`config.mk`:
```
export PLATFORM = sky130hd
export DESIGN_NAME = roi_peak_channel_finder
export DESIGN_NICKNAME = d
export VERILOG_FILES = /design/src/sv/rpcf_pkg.sv /design/src/sv/roi_peak_channel_finder.sv
export SDC_FILE = /design/constraint.sdc
export NUM_CORES = 1
export LEC_CHECK = 0
export BUFFER_PORTS_ARGS = -buffer_cell sky130_fd_sc_hd__buf_2
export CAP_MARGIN = 20
export CORE_AREA = 2 2 203 205
export DETAILED_ROUTE_END_ITERATION = 6
export DIE_AREA = 0 0 205 207
export PLACE_DENSITY = 0.59
export SKIP_LAST_GASP = 1
export SYNTH_ARGS = -nofsm -noshare
export SYNTH_HDL_FRONTEND = slang
export SYNTH_SLANG_ARGS = --single-unit
```
`constraint.sdc`:
```
create_clock -name clk -period 18.8 [get_ports clk]
set_input_delay 0.94 -clock clk [delete_from_list [all_inputs] [get_ports clk]]
set_output_delay 0.94 -clock clk [all_outputs]
set_load 0.005 [all_outputs]
```
`src/sv/rpcf_pkg.sv`:
```
// ----------------------------------------------------------------------------
// rpcf_pkg
// shared constants of the roi peak channel finder: field widths, register
// indexes and parameter defaults
// ----------------------------------------------------------------------------
`default_nettype none

package rpcf_pkg;

  // configuration register indexes
  localparam logic [2:0] CFG_MODE_TWO_D    = 3'd0;
  localparam logic [2:0] CFG_DIM_X         = 3'd1;
  localparam logic [2:0] CFG_DIM_Y         = 3'd2;
  localparam logic [2:0] CFG_ZOOMED        = 3'd3;
  localparam logic [2:0] CFG_WINDOW_X_LOW  = 3'd4;
  localparam logic [2:0] CFG_WINDOW_X_HIGH = 3'd5;
  localparam logic [2:0] CFG_WINDOW_Y_LOW  = 3'd6;
  localparam logic [2:0] CFG_WINDOW_Y_HIGH = 3'd7;

  localparam int CFG_INDEX_W = 3;
  localparam int DIM_W       = 13;  // dim_x, dim_y registers
  localparam int WIN_W       = 12;  // window limit registers
  localparam int CFG_DATA_W  = 13;  // widest register
  localparam int COUNT_W     = 32;  // channel_count, peak_count fields
  localparam int COORD_W     = 12;  // peak_x, peak_y fields
  localparam int IN_DATA_W   = 32;
  localparam int OUT_DATA_W  = 56;

  localparam int DEFAULT_MAX_DIM    = 4096;
  localparam int DEFAULT_COUNT_BITS = 32;

endpackage

`default_nettype wire

```
`src/sv/roi_peak_channel_finder.sv`:
```
// ----------------------------------------------------------------------------
// roi_peak_channel_finder
// windowed argmax over a 1-d or 2-d histogram streamed in row-major order
// ----------------------------------------------------------------------------
// usage:
//   s_* carries one channel count per request (tdata = channel_count, tlast
//   marks the final channel of the spectrum). the block keeps its own column
//   and row counters and tracks the tallest channel inside the region of
//   interest. m_* carries one result per spectrum (tdata = peak_count,
//   peak_x, peak_y), sent for the request that had tlast set.
//   cfg_we / cfg_index / cfg_data write the eight setup registers; write
//   them between spectra.
// timing:
//   one channel per clock, sustained while s_tready is high. each channel is
//   compared and the best-so-far updated in the cycle it is accepted; with the
//   output free the result appears on m_tvalid in the cycle after the last channel is taken.
// reset:
//   rst clears the counters, the running best and both result valids and
//   loads the setup registers with their defaults (1-d, 4096 x 1, no zoom).
// stall:
//   a held result sits in the output register, a second one in a spare
//   register; s_tready drops only while the spare register is full.
// ----------------------------------------------------------------------------
`default_nettype none

module roi_peak_channel_finder #(
  parameter int MAX_DIM    = rpcf_pkg::DEFAULT_MAX_DIM,
  parameter int COUNT_BITS = rpcf_pkg::DEFAULT_COUNT_BITS
) (
  input  wire logic                              clk,
  input  wire logic                              rst,
  // channel stream in
  input  wire logic                              s_tvalid,
  output logic                                   s_tready,
  input  wire logic [rpcf_pkg::IN_DATA_W-1:0]    s_tdata,   // [31:0] channel_count
  input  wire logic                              s_tlast,   // last_channel
  // peak result out
  output logic                                   m_tvalid,
  input  wire logic                              m_tready,
  output logic [rpcf_pkg::OUT_DATA_W-1:0]        m_tdata,   // [31:0] peak_count,
                                                            // [43:32] peak_x,
                                                            // [55:44] peak_y
  // setup registers
  input  wire logic                              cfg_we,
  input  wire logic [rpcf_pkg::CFG_INDEX_W-1:0]  cfg_index,
  input  wire logic [rpcf_pkg::CFG_DATA_W-1:0]   cfg_data
);

  // largest usable dimension: the dim registers top out at 8191
  localparam int DIM_CAP = (MAX_DIM < 8191) ? MAX_DIM : 8191;
  localparam int EW      = $clog2(DIM_CAP + 1);   // holds an effective dimension
  localparam int POS_W   = $clog2(DIM_CAP);       // holds a position
  localparam int LW      = ((EW > rpcf_pkg::WIN_W) ? EW : rpcf_pkg::WIN_W) + 2;

  // setup registers
  logic                          mode_two_d;
  logic [rpcf_pkg::DIM_W-1:0]    dim_x;
  logic [rpcf_pkg::DIM_W-1:0]    dim_y;
  logic                          zoomed;
  logic [rpcf_pkg::WIN_W-1:0]    window_x_low;
  logic [rpcf_pkg::WIN_W-1:0]    window_x_high;
  logic [rpcf_pkg::WIN_W-1:0]    window_y_low;
  logic [rpcf_pkg::WIN_W-1:0]    window_y_high;

  // scan state
  logic [POS_W-1:0]      column_pos, column_pos_next;
  logic [POS_W-1:0]      row_pos, row_pos_next;
  logic [COUNT_BITS-1:0] best_count, best_count_next;
  logic [POS_W-1:0]      best_column, best_column_next;
  logic [POS_W-1:0]      best_row, best_row_next;

  logic [rpcf_pkg::OUT_DATA_W-1:0] result_next;

  // spare result register behind the output register
  logic                            spare_valid;
  logic [rpcf_pkg::OUT_DATA_W-1:0] spare_data;

  logic                   in_accept;
  logic                   out_accept;
  logic                   out_free;
  logic                   result_push;
  logic [COUNT_BITS-1:0]  count;
  logic [EW-1:0]          dx, dy;
  logic [EW-1:0]          col_inc, row_inc;
  logic signed [LW-1:0]   dxs, dys, xl, xh, yl, yh, col_s, row_s;
  logic                   in_x, in_y, win;
  logic [12:0]            best_col_wide, best_row_wide;
  logic [rpcf_pkg::COORD_W-1:0] peak_x, peak_y;

  assign in_accept   = s_tvalid && s_tready;
  assign out_accept  = m_tvalid && m_tready;
  assign out_free    = !m_tvalid || out_accept;
  assign result_push = in_accept && s_tlast;
  assign s_tready    = !spare_valid;
  assign count       = s_tdata[COUNT_BITS-1:0];

  // ---- setup register writes ----
  always_ff @(posedge clk) begin
    if (rst) begin
      mode_two_d    <= 1'b0;
      dim_x         <= rpcf_pkg::DIM_W'(4096);
      dim_y         <= rpcf_pkg::DIM_W'(1);
      zoomed        <= 1'b0;
      window_x_low  <= '0;
      window_x_high <= '1;
      window_y_low  <= '0;
      window_y_high <= '1;
    end else if (cfg_we) begin
      case (cfg_index)
        rpcf_pkg::CFG_MODE_TWO_D:    mode_two_d    <= cfg_data[0];
        rpcf_pkg::CFG_DIM_X:         dim_x         <= cfg_data;
        rpcf_pkg::CFG_DIM_Y:         dim_y         <= cfg_data;
        rpcf_pkg::CFG_ZOOMED:        zoomed        <= cfg_data[0];
        rpcf_pkg::CFG_WINDOW_X_LOW:  window_x_low  <= cfg_data[rpcf_pkg::WIN_W-1:0];
        rpcf_pkg::CFG_WINDOW_X_HIGH: window_x_high <= cfg_data[rpcf_pkg::WIN_W-1:0];
        rpcf_pkg::CFG_WINDOW_Y_LOW:  window_y_low  <= cfg_data[rpcf_pkg::WIN_W-1:0];
        rpcf_pkg::CFG_WINDOW_Y_HIGH: window_y_high <= cfg_data[rpcf_pkg::WIN_W-1:0];
        default: ;
      endcase
    end
  end

  // ---- effective dimensions and region limits ----
  always_comb begin
    // dim_x clamped to 3..MAX_DIM, dim_y to 1..MAX_DIM
    if (dim_x < rpcf_pkg::DIM_W'(3)) begin
      dx = EW'(3);
    end else if (32'(dim_x) > 32'(DIM_CAP)) begin
      dx = EW'(DIM_CAP);
    end else begin
      dx = EW'(dim_x);
    end
    if (dim_y == '0) begin
      dy = EW'(1);
    end else if (32'(dim_y) > 32'(DIM_CAP)) begin
      dy = EW'(DIM_CAP);
    end else begin
      dy = EW'(dim_y);
    end

    dxs   = $signed(LW'(dx));
    dys   = $signed(LW'(dy));
    col_s = $signed(LW'(column_pos));
    row_s = $signed(LW'(row_pos));

    // end channels always excluded; zoom narrows from there
    if (zoomed && window_x_low != '0) begin
      xl = $signed(LW'(window_x_low));
    end else begin
      xl = LW'(1);
    end
    if (zoomed && $signed(LW'(window_x_high)) < dxs - LW'(1)) begin
      xh = $signed(LW'(window_x_high));
    end else begin
      xh = dxs - LW'(2);
    end
    if (zoomed && window_y_low != '0) begin
      yl = $signed(LW'(window_y_low));
    end else begin
      yl = LW'(1);
    end
    if (zoomed && $signed(LW'(window_y_high)) < dys - LW'(1)) begin
      yh = $signed(LW'(window_y_high));
    end else begin
      yh = dys - LW'(2);   // goes negative for a single row: empty region
    end

    in_x = (col_s >= xl) && (col_s <= xh);
    in_y = (row_s >= yl) && (row_s <= yh);
  end

  // ---- compare and update ----
  always_comb begin
    // 2-d: last tie wins; 1-d: first tie wins and only row 0 counts
    if (mode_two_d) begin
      win = in_x && in_y && (count >= best_count);
    end else begin
      win = in_x && (row_pos == '0) && (count > best_count);
    end

    best_count_next  = best_count;
    best_column_next = best_column;
    best_row_next    = best_row;
    if (win) begin
      best_count_next  = count;
      best_column_next = column_pos;
      if (mode_two_d) begin
        best_row_next = row_pos;
      end
    end

    // position counters: column wraps at dx, row wraps at dy
    col_inc = EW'(column_pos) + EW'(1);
    row_inc = EW'(row_pos) + EW'(1);
    if (col_inc >= dx) begin
      column_pos_next = '0;
      row_pos_next    = (row_inc >= dy) ? '0 : row_inc[POS_W-1:0];
    end else begin
      column_pos_next = col_inc[POS_W-1:0];
      row_pos_next    = row_pos;
    end

    // result, taken after the last channel has been examined
    best_col_wide = 13'(best_column_next);
    best_row_wide = 13'(best_row_next);
    if (mode_two_d) begin
      peak_x = best_col_wide[rpcf_pkg::COORD_W-1:0];
      peak_y = best_row_wide[rpcf_pkg::COORD_W-1:0];
    end else begin
      // nothing above zero: report the low x limit in force
      peak_x = (best_count_next == '0) ? xl[rpcf_pkg::COORD_W-1:0]
                                       : best_col_wide[rpcf_pkg::COORD_W-1:0];
      peak_y = '0;
    end
    result_next = {peak_y, peak_x, rpcf_pkg::COUNT_W'(best_count_next)};
  end

  // ---- scan state ----
  always_ff @(posedge clk) begin
    if (rst) begin
      column_pos  <= '0;
      row_pos     <= '0;
      best_count  <= '0;
      best_column <= '0;
      best_row    <= '0;
    end else if (in_accept) begin
      if (s_tlast) begin
        // spectrum done: restart for the next one
        column_pos  <= '0;
        row_pos     <= '0;
        best_count  <= '0;
        best_column <= '0;
        best_row    <= '0;
      end else begin
        column_pos  <= column_pos_next;
        row_pos     <= row_pos_next;
        best_count  <= best_count_next;
        best_column <= best_column_next;
        best_row    <= best_row_next;
      end
    end
  end

  // ---- output and spare registers ----
  // a new result goes to the output when it is free and the spare is empty, else to the spare
  always_ff @(posedge clk) begin
    if (rst) begin
      m_tvalid    <= 1'b0;
      spare_valid <= 1'b0;
    end else if (out_free) begin
      if (spare_valid) begin
        m_tvalid    <= 1'b1;
        spare_valid <= result_push;
      end else begin
        m_tvalid    <= result_push;
      end
    end else if (result_push) begin
      spare_valid <= 1'b1;
    end
  end

  always_ff @(posedge clk) begin
    if (out_free) begin
      if (spare_valid) begin
        m_tdata <= spare_data;
        if (result_push) begin
          spare_data <= result_next;
        end
      end else if (result_push) begin
        m_tdata <= result_next;
      end
    end else if (result_push) begin
      spare_data <= result_next;
    end
  end

  // ---- assertions ----
  a_result_follows_last: assert property (@(posedge clk) disable iff (rst)
    in_accept && s_tlast |=> m_tvalid)
    else $error("no result after last channel");

  a_scan_restarts: assert property (@(posedge clk) disable iff (rst)
    in_accept && s_tlast |=> column_pos == '0 && row_pos == '0 && best_count == '0)
    else $error("scan state not cleared after last channel");

  a_spare_behind_output: assert property (@(posedge clk) disable iff (rst)
    spare_valid |-> m_tvalid)
    else $error("spare result held with the output register empty");

  a_one_d_row_zero: assert property (@(posedge clk) disable iff (rst)
    in_accept && s_tlast && !mode_two_d |->
      result_next[rpcf_pkg::OUT_DATA_W-1 -: rpcf_pkg::COORD_W] == '0)
    else $error("1-d result with nonzero peak_y");

  a_no_count_without_item: assert property (@(posedge clk) disable iff (rst)
    !in_accept |=> best_count == $past(best_count))
    else $error("best count moved without an accepted channel");

endmodule

`default_nettype wire
```
Word level (Yosys, flattened, before mapping):

Cells that the tools add are included.

* output and inout port bits: 58
* input bits: 54
* bits in registers: 270
* logic and storage cells: 112

* order comparisons: 13
* mux-type cells: 33
* add/sub/neg operators: 6
* reduce and logical (&&, ||, !) cells: 35
* equality and inequality tests: 8

Operators by type and width (number)
* two-way mux 56 bit: 5
* two-way mux 12 bit: 15
* two-way mux 32 bit: 2
* two-way mux 13 bit: 4
* greater-or-equal comparator 32 bit: 1
* > comparator 32 bit: 1
* zero test 32 bit: 1
* greater-or-equal comparator 13 x 15 -> 1 bit: 2
* <= comparator 13 x 15 -> 1 bit: 2
* two-way mux 15 bit: 2
* < comparator 13 x 14 -> 1 bit: 2
* subtractor 13 x 1 -> 14 bit (second input constant): 2
* subtractor 13 x 2 -> 14 bit (second input constant): 2
* adder 12 x 1 -> 13 bit (second input constant): 2
* greater-or-equal comparator 13 bit: 2
* > comparator 13 bit (second input constant): 2
* nonzero test 12 bit: 2
* AND reduction 2 bit: 10
* logical AND 1 bit: 13
* zero test 13 bit: 1
* < comparator 13 x 2 -> 1 bit (second input constant): 1
* equality test 3 bit (second input constant): 4
* zero test 12 bit: 1
* equality test 3 x 2 -> 1 bit (second input constant): 2
* 7 further kinds: 14

Logic depth before layout (Yosys ltp):

Gate-level depths: netlist of the first run.

* word-level depth: 19
* mapped depth: 37
* gate-level depth less buffers: 30

Worst setup path after synthesis of the first run:

OpenSTA, ideal clock, no wires.

* path kind: register to register
* start point: register dim_x[3] (netlist bit)
* end point: register m_tdata[10] (netlist bit), data pin
* path buffers: 6
* path slack: 11988 ps
* setup time: 260 ps
* cell stages (with the launch flop): 33
* required time: 18540 ps
* period minus slack after synthesis: 6812 ps
* arrival: 6552 ps
* cells stage by stage: dfxtp_1 buf_2 nor4_2 buf_4 a31oi_1 or2_2 ha_1 o21ai_0 o21bai_1 nor2_1 inv_1 o21bai_1 a22o_1 ha_1 nand4_1 nor2_1 a211o_1 o31ai_1 o21a_1 clkbuf_1 clkbuf_1 a21oi_1 ha_1 a21o_1 a221oi_1 o21a_1 o21ai_0 nor4_4 o221ai_2 buf_6 buf_6 mux2_4 mux2_2

* longest elaborated chain between the ends: 15
* elaborated cells between the ends (all ways): 19
* classes of those cells: add/sub: 2; order compare: 4; mux: 7; reduce/logical: 6

Ends and longest elaborated chain
* start, declared: line roi_peak_channel_finder.sv:57 `logic [rpcf_pkg::DIM_W-1:0] dim_x;`
* start signal, assigned: line roi_peak_channel_finder.sv:101 `dim_x <= rpcf_pkg::DIM_W'(4096);`
* start signal, assigned: line roi_peak_channel_finder.sv:111 `rpcf_pkg::CFG_DIM_X: dim_x <= cfg_data;`
* > comparator 13 bit: line roi_peak_channel_finder.sv:128 `end else if (32'(dim_x) > 32'(DIM_CAP)) begin`
* two-way mux 13 bit: line roi_peak_channel_finder.sv:128
* two-way mux 13 bit (*): line roi_peak_channel_finder.sv:126 `if (dim_x < rpcf_pkg::DIM_W'(3)) begin`
* subtractor 13 x 1 -> 14 bit: line roi_peak_channel_finder.sv:152 `if (zoomed && $signed(LW'(window_x_high)) < dxs - LW'(1)) begin`
* < comparator 13 x 14 -> 1 bit: line roi_peak_channel_finder.sv:152
* logical AND 1 bit: line roi_peak_channel_finder.sv:152
* two-way mux 15 bit (*): line roi_peak_channel_finder.sv:152
* <= comparator 13 x 15 -> 1 bit (*): line roi_peak_channel_finder.sv:168 `in_x = (col_s >= xl) && (col_s <= xh);`
* logical AND 1 bit (*): line roi_peak_channel_finder.sv:168
* logical AND 1 bit (on tied branches) (2 in series): line roi_peak_channel_finder.sv:178, roi_peak_channel_finder.sv:176
* two-way mux 1 bit (*): line roi_peak_channel_finder.sv:175 `if (mode_two_d) begin`
* two-way mux 32 bit (*): line roi_peak_channel_finder.sv:184 `if (win) begin`
* net best_count_next[10]: line roi_peak_channel_finder.sv:68 `logic [COUNT_BITS-1:0] best_count, best_count_next;`
* two-way mux 56 bit (*): line roi_peak_channel_finder.sv:269 `end else if (result_push) begin`
* two-way mux 56 bit (*): line roi_peak_channel_finder.sv:264 `if (spare_valid) begin`
* end signal, assigned: line roi_peak_channel_finder.sv:265 `m_tdata <= spare_data;`
* end signal, assigned: line roi_peak_channel_finder.sv:270 `m_tdata <= result_next;`
* end, declared: line roi_peak_channel_finder.sv:40 `output logic [rpcf_pkg::OUT_DATA_W-1:0] m_tdata,`

The timed path passes the listed nets; every way through them passes the cells marked *. The select of a mux whose other input is x is not followed.
A chain may end at the register's enable or synchronous reset.

Worst setup path in the final report of the first run:

* start point: register dim_x[3] (netlist bit)
* end point: register m_tdata[32] (netlist bit), data pin

* longest elaborated chain between the ends: 18
* elaborated cells between the ends (all ways): 23
* classes of those cells: add/sub: 2; order compare: 4; mux: 10; reduce/logical: 7

Ends and longest elaborated chain
* > comparator 13 bit: line roi_peak_channel_finder.sv:128
* two-way mux 13 bit: line roi_peak_channel_finder.sv:128
* two-way mux 13 bit (*): line roi_peak_channel_finder.sv:126
* subtractor 13 x 1 -> 14 bit: line roi_peak_channel_finder.sv:152
* < comparator 13 x 14 -> 1 bit: line roi_peak_channel_finder.sv:152
* logical AND 1 bit: line roi_peak_channel_finder.sv:152
* two-way mux 15 bit (*): line roi_peak_channel_finder.sv:152
* <= comparator 13 x 15 -> 1 bit (*): line roi_peak_channel_finder.sv:168
* logical AND 1 bit (*): line roi_peak_channel_finder.sv:168
* logical AND 1 bit (on tied branches) (2 in series): line roi_peak_channel_finder.sv:178, roi_peak_channel_finder.sv:176
* two-way mux 1 bit (*): line roi_peak_channel_finder.sv:175
* two-way mux 32 bit: line roi_peak_channel_finder.sv:184
* zero test 32 bit: line roi_peak_channel_finder.sv:211 `peak_x = (best_count_next == '0) ? xl[rpcf_pkg::COORD_W-1:0]`
* two-way mux 12 bit: line roi_peak_channel_finder.sv:211
* two-way mux 12 bit (*): line roi_peak_channel_finder.sv:206 `if (mode_two_d) begin`
* two-way mux 56 bit (*): line roi_peak_channel_finder.sv:269
* two-way mux 56 bit (*): line roi_peak_channel_finder.sv:264

Mark *: on every way between the ends. The rest lies on a longest branch, timed or not. The select of a mux whose other input is x is not followed.

==> metrics.log, run 1 <==
[metrics] half-perimeter wire length of the detailed placement result: 31900 um
[metrics] Worst Hold Class: flip-flop to flip-flop
[metrics] Clock Sinks: 270
[metrics] terminus of the critical flop-to-flop path: m_tdata[32]
[metrics] number of antenna violations at the first check in global routing: 2
[metrics] worst r2r path cells: 29
[metrics] Hold Worst Slack: around 0.47 ns
[metrics] WL final: roughly 44000 um
[metrics] hold wc startpoint: window_y_low[8]
[metrics] RSZ-0062 raised after global routing: no
[metrics] final setup violation count: 0
[metrics] number of buffers inserted by post-CTS setup repair: 0
[metrics] number of failing hold endpoints at the final stage: 0
[metrics] final design utilization: 44.4%
[metrics] number of pins with negative max-slew slack in the final report: 0
[metrics] worst r2r src: dim_x[3]
[metrics] overall die area: 42400 um^2
[metrics] area added between synthesis and finish: 12.6%
[metrics] number of standard cells after synthesis: roughly 1700
[metrics] type of the setup path with the least slack: flip-flop to flip-flop
[metrics] clock network latency to the later pin of the worst-skew pair: slightly below 0.6 ns
[metrics] vias: ~13000
[metrics] dominant synthesized flop cell: dfxtp_1
[metrics] data required time at the worst endpoint: roughly 19 ns
[metrics] overall overflow remaining after global route: 0
[metrics] GP Congestion: around 0.9
[metrics] worst slew margin relative to its limit: between 30% and 40%
[metrics] transition time at the pin with the least slew margin: around 1.0 ns
[metrics] adder-cell area share of the yosys netlist: a little over a tenth
[metrics] yosys warns: 0
[metrics] critical path's slowest cell: nor4_2
[metrics] proportion of register bits with asynchronous set or reset after synthesis: 0%
[metrics] htree depth: 1
[metrics] number of nets in the layout: 1971
[metrics] clock transition at the register clock pins on the worst setup and hold paths after CTS: ~0.060 ns
[metrics] CTS Buf Count: 30
[metrics] Gates resized, CTS repair: 0
[metrics] highest fanout seen on the critical path: 48
[metrics] TritonCTS clock tree: done
[metrics] buffer depth of the longest clock path: 3
[metrics] library cells used by synthesis: 75
[metrics] number of DRC markers in iteration 0: 931
[metrics] drt via density: 5.63
[metrics] first-pass GRT wire length: approximately 70000 um
[metrics] Clk network pwr share: 41.5%
[metrics] run status: finished clean
[metrics] largest net degree at the start of global routing: 112
[metrics] power share of the sequential group: a little over two fifths
[metrics] synth top area cells: edfxtp_1 (21%), dfxtp_1 (20%), ha_1 (11%)
[metrics] die outline height: around 210 um
[metrics] crit end category: flip-flop
[metrics] part of the total power dissipated in combinational logic: between 10% and 20%
[metrics] Sw Ratio: a little over a quarter
[metrics] count of flip-flops with a built-in enable after synthesis: approximately 110
[metrics] clock root cell: clkbuf_16
[metrics] fmax: around 0.12 GHz
[metrics] number of I/O pins: about 110
[metrics] clock period minus final worst setup slack: about 8.6 ns
[metrics] Switching Power: just under 400 uW
[metrics] share of cells above drive strength 1: between 10% and 20%
[metrics] Pleak: between 0.006 and 0.007 uW
[metrics] destination of the worst hold path: window_y_low[8]
[metrics] number of hold buffers added after cts: 0
[metrics] share of the cycle needed by the critical path after routing: 45.9%
[metrics] total core area: between 40000 and 50000 um^2
[metrics] peak-usage layer in the global routing report: met2
[metrics] power density of the placed cells: around 83 nW/um^2
[metrics] fraction of the mapped netlist area in simple logic gates: 17.9%
[metrics] critical path startpoint category: flip-flop
[metrics] met2 track demand over resource: about a third
[metrics] met3 Use GR: around 2.7%
[metrics] worst hold stages: 2
[metrics] cell taking the most area after synthesis: edfxtp_1
[metrics] starting utilization of the core area: approximately two fifths
[metrics] Max Cap Violations: 0
[metrics] syn avg cell area: 9.25 um^2
[metrics] clock tree skew after final layout: ~0.027 ns
[metrics] compound-cell area share of the yosys netlist: 16.8%
[metrics] routed length per placed instance: approximately 19 um
[metrics] largest delay contributor family on the critical path: compound AO/OA/AOI/OAI gates
[metrics] Rows: 74
[metrics] Internal Pwr Total: 1100 uW
[metrics] Critical Path Max Stage Delay: slightly below 0.8 ns
[metrics] Fill cells: around 4000
[metrics] multiplexer share of the synthesized area: under 10%
[metrics] via count of the first global-routing pass: roughly 13000
[metrics] signal arrival time at the worst endpoint: between 8 and 9 ns
[metrics] crit path buf inv count: 2
[metrics] total iterations of the first detailed-routing run: 6
[metrics] Global Route Usage Sum: 20.5%
[metrics] Port Buffer Count: around 110
[metrics] nets in the synthesized netlist: 1911
[metrics] fraction of synthesized cell area in xor and xnor cells: roughly 2.3%
[metrics] synthesis-stage register bit count: 270
[metrics] total stage count of the critical path: 29
[metrics] worst voltage drop across the vdd grid: approximately 0.087 mV
[metrics] global-route track usage on met1: between 20% and 30%
[metrics] sequential element share of the synthesized area: about two fifths
[metrics] final total negative setup slack: 0 ns
[metrics] register-to-register setup slack: just over 10 ns
[metrics] width of the die: 205 um
[metrics] cell area after synthesis: around 16000 um^2
[metrics] total power of the final layout: 1490 uW
[metrics] cell type with the highest occurrence count on the critical path: ha_1
[metrics] drc violations: 0
[metrics] portion of synthesized cell area occupied by the leading cell type: 21.1%
[metrics] combinational family with the most area after synthesis: simple AND/OR/NAND/NOR gates
[metrics] remaining antenna violation count: 0
Yosys cell counts, types with 9 or more instances:
| cell | number |
|---|---|
| mux2_2 | 49 |
| a31o_2 | 12 |
| a21oi_1 | 140 |
| xnor2_1 | 23 |
| a21o_1 | 15 |
| nor2_1 | 146 |
| a22oi_1 | 57 |
| ha_1 | 137 |
| o31ai_1 | 18 |
| nor2b_1 | 28 |
| mux2_4 | 28 |
| nand3_1 | 33 |
| dfxtp_1 | 158 |
| buf_2 | 12 |
| nor4_1 | 26 |
| clkbuf_1 | 78 |
| nand2b_1 | 9 |
| o21ai_1 | 9 |
| nor3_1 | 36 |
| edfxtp_1 | 112 |
| nand2_1 | 231 |
| nand4_1 | 33 |
| nand3b_1 | 13 |
| a31oi_1 | 20 |
| a211o_1 | 19 |
| and3_1 | 17 |
| xor2_1 | 18 |
| o21ai_0 | 61 |
| inv_1 | 65 |
| mux2i_1 | 13 |
cells in the final DEF (no fill, tap or decap), drive strengths merged, types with 36 or more instances in the layout:
cell type / instances
inv: 66
a21oi: 142
nand2: 231
nor3: 36
dfxtp: 158
a22oi: 57
nor2: 148
edfxtp: 112
ha: 137
buf: 128
o21ai: 70
clkbuf: 42
mux2: 77
stage by stage:
stage	worst slack [ns]	std cells	instance area, um^2
floorplan	11.99	1720	15900
global placement	10.48	2276	16800
detailed placement	10.28	2277	16800
CTS	10.27	2331	17900
global route	9.47	2335	17900
finish	10.18	2336	17900
per-layer routing:
layer / vias up / share of wire (%)
li1: 6399 / -
met1: 6311 / 47
met2: 382 / 45
met3: 47 / 5.4
met4: 2 / 1.8
met5: - / 0.036
area by class of cell:
class / count / area [um^2] / area share [%]
timing repair buffer: 128 / 693 / 3.87
inverter: 67 / 251 / 1.40
sequential: 270 / 6530 / 36.4
tap: 532 / 666 / 3.72
multi-input combinational: 1283 / 8730 / 48.7
clock inverter: 12 / 189 / 1.05
clock buffer: 42 / 856 / 4.78
antenna: 2 / 5.00 / 0.0279
worst register-to-register path: cells and delay by family, from the launching register on:
| family | cells | cell delay [ns] |
|---|---|---|
| compound gates | 14 | 3.70 |
| buf+inv | 2 | 0.78 |
| flops | 1 | 0.40 |
| fa+ha+maj | 3 | 0.88 |
| simple gates | 8 | 1.89 |
| mux | 2 | 0.72 |
registers in the layout (all words and copies together) (netlist names), 12 cells and up:
register       count
window_x_low      12
row_pos           12
window_x_high     12
spare_data        56
window_y_high     12
best_row          12
dim_y             13
m_tdata           56
best_column       12
best_count        32
window_y_low      12
dim_x             13
column_pos        12
power by group through the flow:
stage               logic [uW]  registers [uW]  clock network (uW)
CTS                        221             649                 633
detailed placement         220             662                   0
finish                     222             649                 619
global placement           216             662                   0
floorplan                  163             658                   0
global route               247             651                 654
how the worst max path moves through the flow:
| stage | startpoint | to | slack (ns) |
|---|---|---|---|
| 2_1_floorplan | dim_x[3] | m_tdata[10] | 11.99 |
| 3_3_place_gp | dim_x[12] | best_column[9] | 10.48 |
| 3_5_place_dp | dim_x[3] | m_tdata[32] | 10.28 |
| 4_1_cts | dim_x[3] | m_tdata[32] | 10.27 |
| 5_1_grt | dim_x[3] | m_tdata[32] | 9.47 |
| 6_report | dim_x[3] | m_tdata[32] | 10.18 |
logic make-up after synthesis:
| group | Yosys count |
|---|---|
| DFF | 270 |
| buffers and inverters | 167 |
| adders and majority gates | 137 |
| xor gates and xnor gates | 41 |
| muxes | 90 |
| and+or+nand+nor | 603 |
| AOI/OAI and AO/OA | 412 |
Power figures use the tool's default switching activity.
==> run 2, diff against run 1 <==
--- a/config.mk
+++ b/config.mk
@@ -5,12 +5,13 @@
 export SDC_FILE = /design/constraint.sdc
 export NUM_CORES = 1
 export LEC_CHECK = 0
+export ABC_AREA = 1
 export BUFFER_PORTS_ARGS = -buffer_cell sky130_fd_sc_hd__buf_2
 export CAP_MARGIN = 20
 export CORE_AREA = 2 2 203 205
 export DETAILED_ROUTE_END_ITERATION = 6
 export DIE_AREA = 0 0 205 207
-export PLACE_DENSITY = 0.59
+export PLACE_DENSITY = 0.61
 export SKIP_LAST_GASP = 1
 export SYNTH_ARGS = -nofsm -noshare
 export SYNTH_HDL_FRONTEND = slang
==> constraint.sdc (replaced) <==
create_clock -name clk -period 7.75 [get_ports clk]
set_input_delay 0.3875 -clock clk [delete_from_list [all_inputs] [get_ports clk]]
set_output_delay 0.3875 -clock clk [all_outputs]
set_load 0.005 [all_outputs]
==> metrics.log, run 2 <==
[metrics] number of hold buffers added after cts: 0
[metrics] Hold Worst Slack: slightly above 0.07 ns
[metrics] run status: finished clean
[metrics] largest net degree at the start of global routing: 75
[metrics] clock network latency to the later pin of the worst-skew pair: 0.59 ns
[metrics] buffer depth of the longest clock path: 3
[metrics] htree depth: 1
[metrics] yosys warns: 0
[metrics] clock period minus final worst setup slack: 6.85 ns
[metrics] number of failing hold endpoints at the final stage: 0
[metrics] critical path startpoint category: flip-flop
[metrics] count of flip-flops with a built-in enable after synthesis: 112
[metrics] clock root cell: clkbuf_16
[metrics] total power of the final layout: 3670 uW
[metrics] die outline height: just over 200 um
[metrics] Port Buffer Count: 111
[metrics] first-pass GRT wire length: about 70000 um
[metrics] drt via density: approximately 5.2
[metrics] transition time at the pin with the least slew margin: between 0.9 and 1 ns
[metrics] final total negative setup slack: 0 ns
[metrics] RSZ-0062 raised after global routing: no
[metrics] width of the die: just over 200 um
[metrics] signal arrival time at the worst endpoint: about 7.3 ns
[metrics] nets in the synthesized netlist: 2259
[metrics] biggest regs: m_tdata: 56 flops, spare_data: 56 flops, best_count: 32 flops
[metrics] number of pins with negative max-slew slack in the final report: 0
[metrics] number of I/O pins: between 100 and 150
[metrics] via count of the first global-routing pass: 13200
[metrics] power density of the placed cells: a little over 200 nW/um^2
[metrics] data required time at the worst endpoint: roughly 8.2 ns
[metrics] number of antenna violations at the first check in global routing: 0
[metrics] overall overflow remaining after global route: 0
[metrics] most numerous cell in the Yosys netlist: nand2_1
[metrics] clock tree skew after final layout: about 0.018 ns
[metrics] number of DRC markers in iteration 0: ~1000
[metrics] library cells used by synthesis: 48
[metrics] portion of synthesized cell area occupied by the leading cell type: around a fifth
[metrics] synthesis-stage register bit count: 270
[metrics] fmax: 0.146 GHz
[metrics] share of the cycle needed by the critical path after routing: 88.4%
[metrics] register-to-register setup slack: ~0.9 ns
[metrics] syn avg cell area: between 7 and 8 um^2
[metrics] Critical Path Max Stage Delay: ~0.41 ns
[metrics] share of cells above drive strength 1: 10.9%
[metrics] starting utilization of the core area: 39.4%
[metrics] number of standard cells after synthesis: a little over 2000
[metrics] proportion of register bits with asynchronous set or reset after synthesis: 0%
[metrics] worst slew margin relative to its limit: between 30% and 40%
[metrics] GP Congestion: about 0.89
[metrics] Clock Sinks: 270
[metrics] CTS Buf Count: 30
[metrics] cell taking the most area after synthesis: edfxtp_1
[metrics] area added between synthesis and finish: 12.8%
[metrics] Rows: 74
[metrics] clock transition at the register clock pins on the worst setup and hold paths after CTS: ~0.06 ns
[metrics] critical path's slowest cell: dfxtp_1
[metrics] overall die area: 42400 um^2
[metrics] synth top area cells: edfxtp_1 (21%), dfxtp_1 (20%), nand2_1 (13%)
[metrics] commonest non-fill, non-tap cells in the layout: nand2_1 (554), inv_1 (203), nor2_1 (166), o21ai_0 (160), dfxtp_1 (157)
[metrics] crit end category: flip-flop
[metrics] total core area: ~40000 um^2
[metrics] sequential element share of the synthesized area: between 40 and 50%
[metrics] number of nets in the layout: 2335
[metrics] Pleak: between 0.008 and 0.009 uW
[metrics] vias: around 14000
[metrics] cell area after synthesis: 15900 um^2
[metrics] Worst Hold Class: input pin to flip-flop
[metrics] dominant synthesized flop cell: dfxtp_1
[metrics] synth cell count leaders: nand2_1 (558), inv_1 (203), nor2_1 (168)
[metrics] TritonCTS clock tree: done
[metrics] routed length per placed instance: roughly 16 um
[metrics] cell type with the highest occurrence count on the critical path: nand2_1
[metrics] drc violations: 0
[metrics] half-perimeter wire length of the detailed placement result: around 32000 um
[metrics] final setup violation count: 0
[metrics] Max Cap Violations: 0
[metrics] WL final: 43800 um
[metrics] remaining antenna violation count: 0
[metrics] Global Route Usage Sum: between 20 and 25%
[metrics] type of the setup path with the least slack: flip-flop to flip-flop
[metrics] total iterations of the first detailed-routing run: 5
[metrics] highest fanout seen on the critical path: 26
[metrics] worst voltage drop across the vdd grid: 0.200 mV
[metrics] most frequent standard cell in the layout excluding fill and tap cells: nand2_1
[metrics] Inserted Diodes: 0
[run 2: worst paths after layout]
kind,start,endpoint,cells after the start
worst max register to register,dim_y[8],m_tdata[43],46
worst min-delay path,cfg_data[12],dim_x[12],3
worst min register to register,best_column[9],best_column[9],2
worst max-delay path,dim_y[8],m_tdata[43],46
[run 2: timing repair]
action                                  4_1_cts  5_1_grt
endpoints found under the setup margin        0       24
buffers inserted                              0        1
resized for setup                             0        8
[run 2: kinds of logic after synthesis]
group           synth area share, %
compound gates                 12.4
xor+xnor                       2.92
buf+inv                        7.39
fa+ha+maj                      10.8
flops                          41.1
mux                          0.0630
simple gates                   25.3
[run 2: final cells by class]
class,instances,area [um^2]
Clock inverter,11,106
Sequential cell,270,6530
Timing Repair Buffer,128,696
Inverter,210,788
Tap cell,532,666
Multi-Input combinational cell,1504,8240
Fill cell,4123,22400
Clock buffer,44,893
[run 2: where the power goes]
group	internal [uW]	leakage, uW	switching (uW)
registers	1550	0.00233	29.3
logic	231	0.00522	432
clock network	830	0.000495	594
total	2610	0.00804	1060
[run 2: metrics by stage]
step                std cells  util [%]  instance area, um^2  setup slack [ns]
detailed placement       2643      41.8                16900             0.368
floorplan                2068         -                15900              2.05
CTS                      2698      44.3                17900             0.321
global placement         2643      41.8                16900             0.616
global route             2699      44.4                17900            0.0466
finish                   2699      44.4                17900             0.897
[run 2: critical path: cells and delay by family (launching register included)]
family,cells,cell delay (ns)
compound gates,8,1.20
xor+xnor,1,0.16
fa+ha+maj,3,0.85
buf+inv,4,0.54
flops,1,0.41
simple gates,30,3.54
[run 2: per-layer routing]
layer | GRT usage, % | vias up | part of all wire, %
met3 | 2.88 | 72 | 6.6
met4 | 5.16 | 0 | 2.6
met1 | 29.1 | 6454 | 46
met5 | 0 | - | 0
li1 | - | 7028 | -
met2 | 32.6 | 406 | 44
==> run 3, diff against run 2 <==
--- a/config.mk
+++ b/config.mk
@@ -12,6 +12,7 @@
 export DETAILED_ROUTE_END_ITERATION = 6
 export DIE_AREA = 0 0 205 207
 export PLACE_DENSITY = 0.61
+export REMOVE_ABC_BUFFERS = 1
 export SKIP_LAST_GASP = 1
 export SYNTH_ARGS = -nofsm -noshare
 export SYNTH_HDL_FRONTEND = slang
==> metrics.log, run 3 (same netlist as run 2, synthesis figures left out) <==
[metrics] run status: finished clean
[metrics] clock root cell: clkbuf_16
[metrics] cell area after layout: 17900 um^2
[metrics] WL final: between 40000 and 50000 um
[metrics] overall overflow remaining after global route: 0
[metrics] total iterations of the first detailed-routing run: 5
[metrics] area added between synthesis and finish: 12.7%
[metrics] highest fanout seen on the critical path: 27
[metrics] peak-usage layer in the global routing report: met2
[metrics] number of nets in the layout: ~2300
[metrics] total power of the final layout: 3740 uW
[metrics] first-pass GRT wire length: 70200 um
[metrics] buffer depth of the longest clock path: 3
[metrics] crit path buf inv count: 5
[metrics] type of the setup path with the least slack: flip-flop to flip-flop
[metrics] most frequent standard cell in the layout excluding fill and tap cells: nand2_1
[metrics] DP Area: between 15000 and 20000 um^2
[metrics] number of hold buffers added after cts: 0
[metrics] Inserted Diodes: 0
[metrics] Port Buffer Count: 111
[metrics] crit end category: flip-flop
[metrics] biggest regs: m_tdata: 56 flops, spare_data: 56 flops, best_count: 32 flops
[metrics] Clock Sinks: 270
[metrics] cell type with the highest occurrence count on the critical path: nand2_1
[metrics] Finished Layout Cells: 2699
[metrics] Hold Worst Slack: approximately 0.065 ns
[metrics] drt via density: 5.15
[metrics] clock period minus final worst setup slack: between 6 and 7 ns
[metrics] number of buffers inserted by post-CTS setup repair: 0
[metrics] overall die area: 42400 um^2
[metrics] clock tree skew after final layout: between 0.02 and 0.025 ns
[metrics] power density of the placed cells: 209 nW/um^2
[metrics] share of cells above drive strength 1: between 10% and 20%
[metrics] htree depth: 1
[metrics] Gates resized, CTS repair: 0
[metrics] transition time at the pin with the least slew margin: 0.922 ns
[metrics] width of the die: 205 um
[metrics] Max Cap Violations: 0
[metrics] vias: roughly 14000
[metrics] data required time at the worst endpoint: 8.10 ns
[metrics] GP Congestion: ~0.89
[metrics] remaining antenna violation count: 0
[metrics] signal arrival time at the worst endpoint: roughly 7.3 ns
[metrics] largest delay contributor family on the critical path: simple AND/OR/NAND/NOR gates
[metrics] drc violations: 0
[metrics] largest net degree at the start of global routing: around 70
[metrics] Critical Path Max Stage Delay: between 0.4 and 0.5 ns
[metrics] fmax: 0.143 GHz
[metrics] worst slew margin relative to its limit: between 30% and 40%
[metrics] total core area: ~40000 um^2
[metrics] clock transition at the register clock pins on the worst setup and hold paths after CTS: roughly 0.060 ns
[metrics] critical path's slowest cell: dfxtp_1
[metrics] met3 Use GR: 2.56%
[metrics] number of placed instances with taps included: between 2000 and 3000
[metrics] number of antenna violations at the first check in global routing: 0
[metrics] starting utilization of the core area: 39.4%
[metrics] met2 track demand over resource: around 33%
[metrics] commonest non-fill, non-tap cells in the layout: nand2_1 (556), inv_1 (203), nor2_1 (166), o21ai_0 (159), dfxtp_1 (157)
[metrics] Global Route Usage Sum: between 20% and 30%
[metrics] routed length per placed instance: 16.4 um
[metrics] critical path startpoint category: flip-flop
[metrics] number of I/O pins: about 110
[metrics] die outline height: between 200 and 250 um
[metrics] CTS Buf Count: 31
[metrics] clock network latency to the later pin of the worst-skew pair: 0.60 ns
[metrics] Worst Hold Class: input pin to flip-flop
[metrics] number of failing hold endpoints at the final stage: 0
[metrics] Rows: 74
[metrics] final setup violation count: 0
[metrics] share of the cycle needed by the critical path after routing: 90.0%
[metrics] global-route track usage on met1: ~29%
[metrics] final total negative setup slack: 0 ns
[metrics] RSZ-0062 raised after global routing: no
[metrics] Pleak: 0.00803 uW
[metrics] half-perimeter wire length of the detailed placement result: 32100 um
[metrics] via count of the first global-routing pass: roughly 13000
[metrics] number of pins with negative max-slew slack in the final report: 0
[metrics] worst voltage drop across the vdd grid: roughly 0.18 mV
[metrics] number of DRC markers in iteration 0: 1102
[metrics] TritonCTS clock tree: done
==> run 3: cell count changes in the layout (fill, tap and decap cells not counted), sizes merged <==
| cell | delta |
|---|---|
| clkinv | -5 |
| inv | +1 |
| buf | -1 |
| clkbuf | +2 |
| bufinv | +2 |
| clkinvlp | +1 |
==> run 3: path summary, 6_finish.rpt <==
path	from	to	slack [ns]	depth (start not counted)
setup reg to reg	dim_y[11]	spare_data[38]	0.78	44
hold reg to reg	best_column[9]	best_column[9]	0.46	2
hold / removal	cfg_data[12]	dim_x[12]	0.07	3
setup / recovery	dim_y[11]	spare_data[38]	0.78	44
==> run 3: power breakdown <==
| part | internal, uW | total (uW) | switching, uW |
|---|---|---|---|
| logic | 231 | 664 | 433 |
| clock network | 886 | 1490 | 607 |
| registers | 1550 | 1580 | 29.5 |
==> run 3: area by class of cell <==
| class | instances | area (um^2) |
|---|---|---|
| Fill cell | 4081 | 22500 |
| Multi-Input combinational cell | 1504 | 8220 |
| Sequential cell | 270 | 6530 |
| Clock buffer | 46 | 882 |
| Inverter | 210 | 788 |
| Timing Repair Buffer | 127 | 676 |
| Tap cell | 532 | 666 |
| Clock inverter | 10 | 149 |
==> run 3: metrics by stage <==
stage / utilization, % / setup WS (ns)
after floorplan: - / 0.329
after global placement: 41.8 / 0.680
after detailed placement: 41.8 / 0.598
after CTS: 44.3 / 0.568
after global routing: 44.4 / 0.00246
final: 44.4 / 0.778
==> run 3: tightest hold or removal path, delay by kind of cell <==
kind	cells	cell delay (ns)
AOI/OAI and AO/OA	1	0.07
buffers and inverters	1	0.10
and+or+nand+nor	1	0.05
==> run 3: layer usage <==
layer	wire length [um]	share of wire [%]	vias to the layer above
met5	0	0	-
met4	1350	3.1	0
li1	-	-	7022
met2	19300	44	376
met3	2760	6.2	77
met1	20800	47	6417
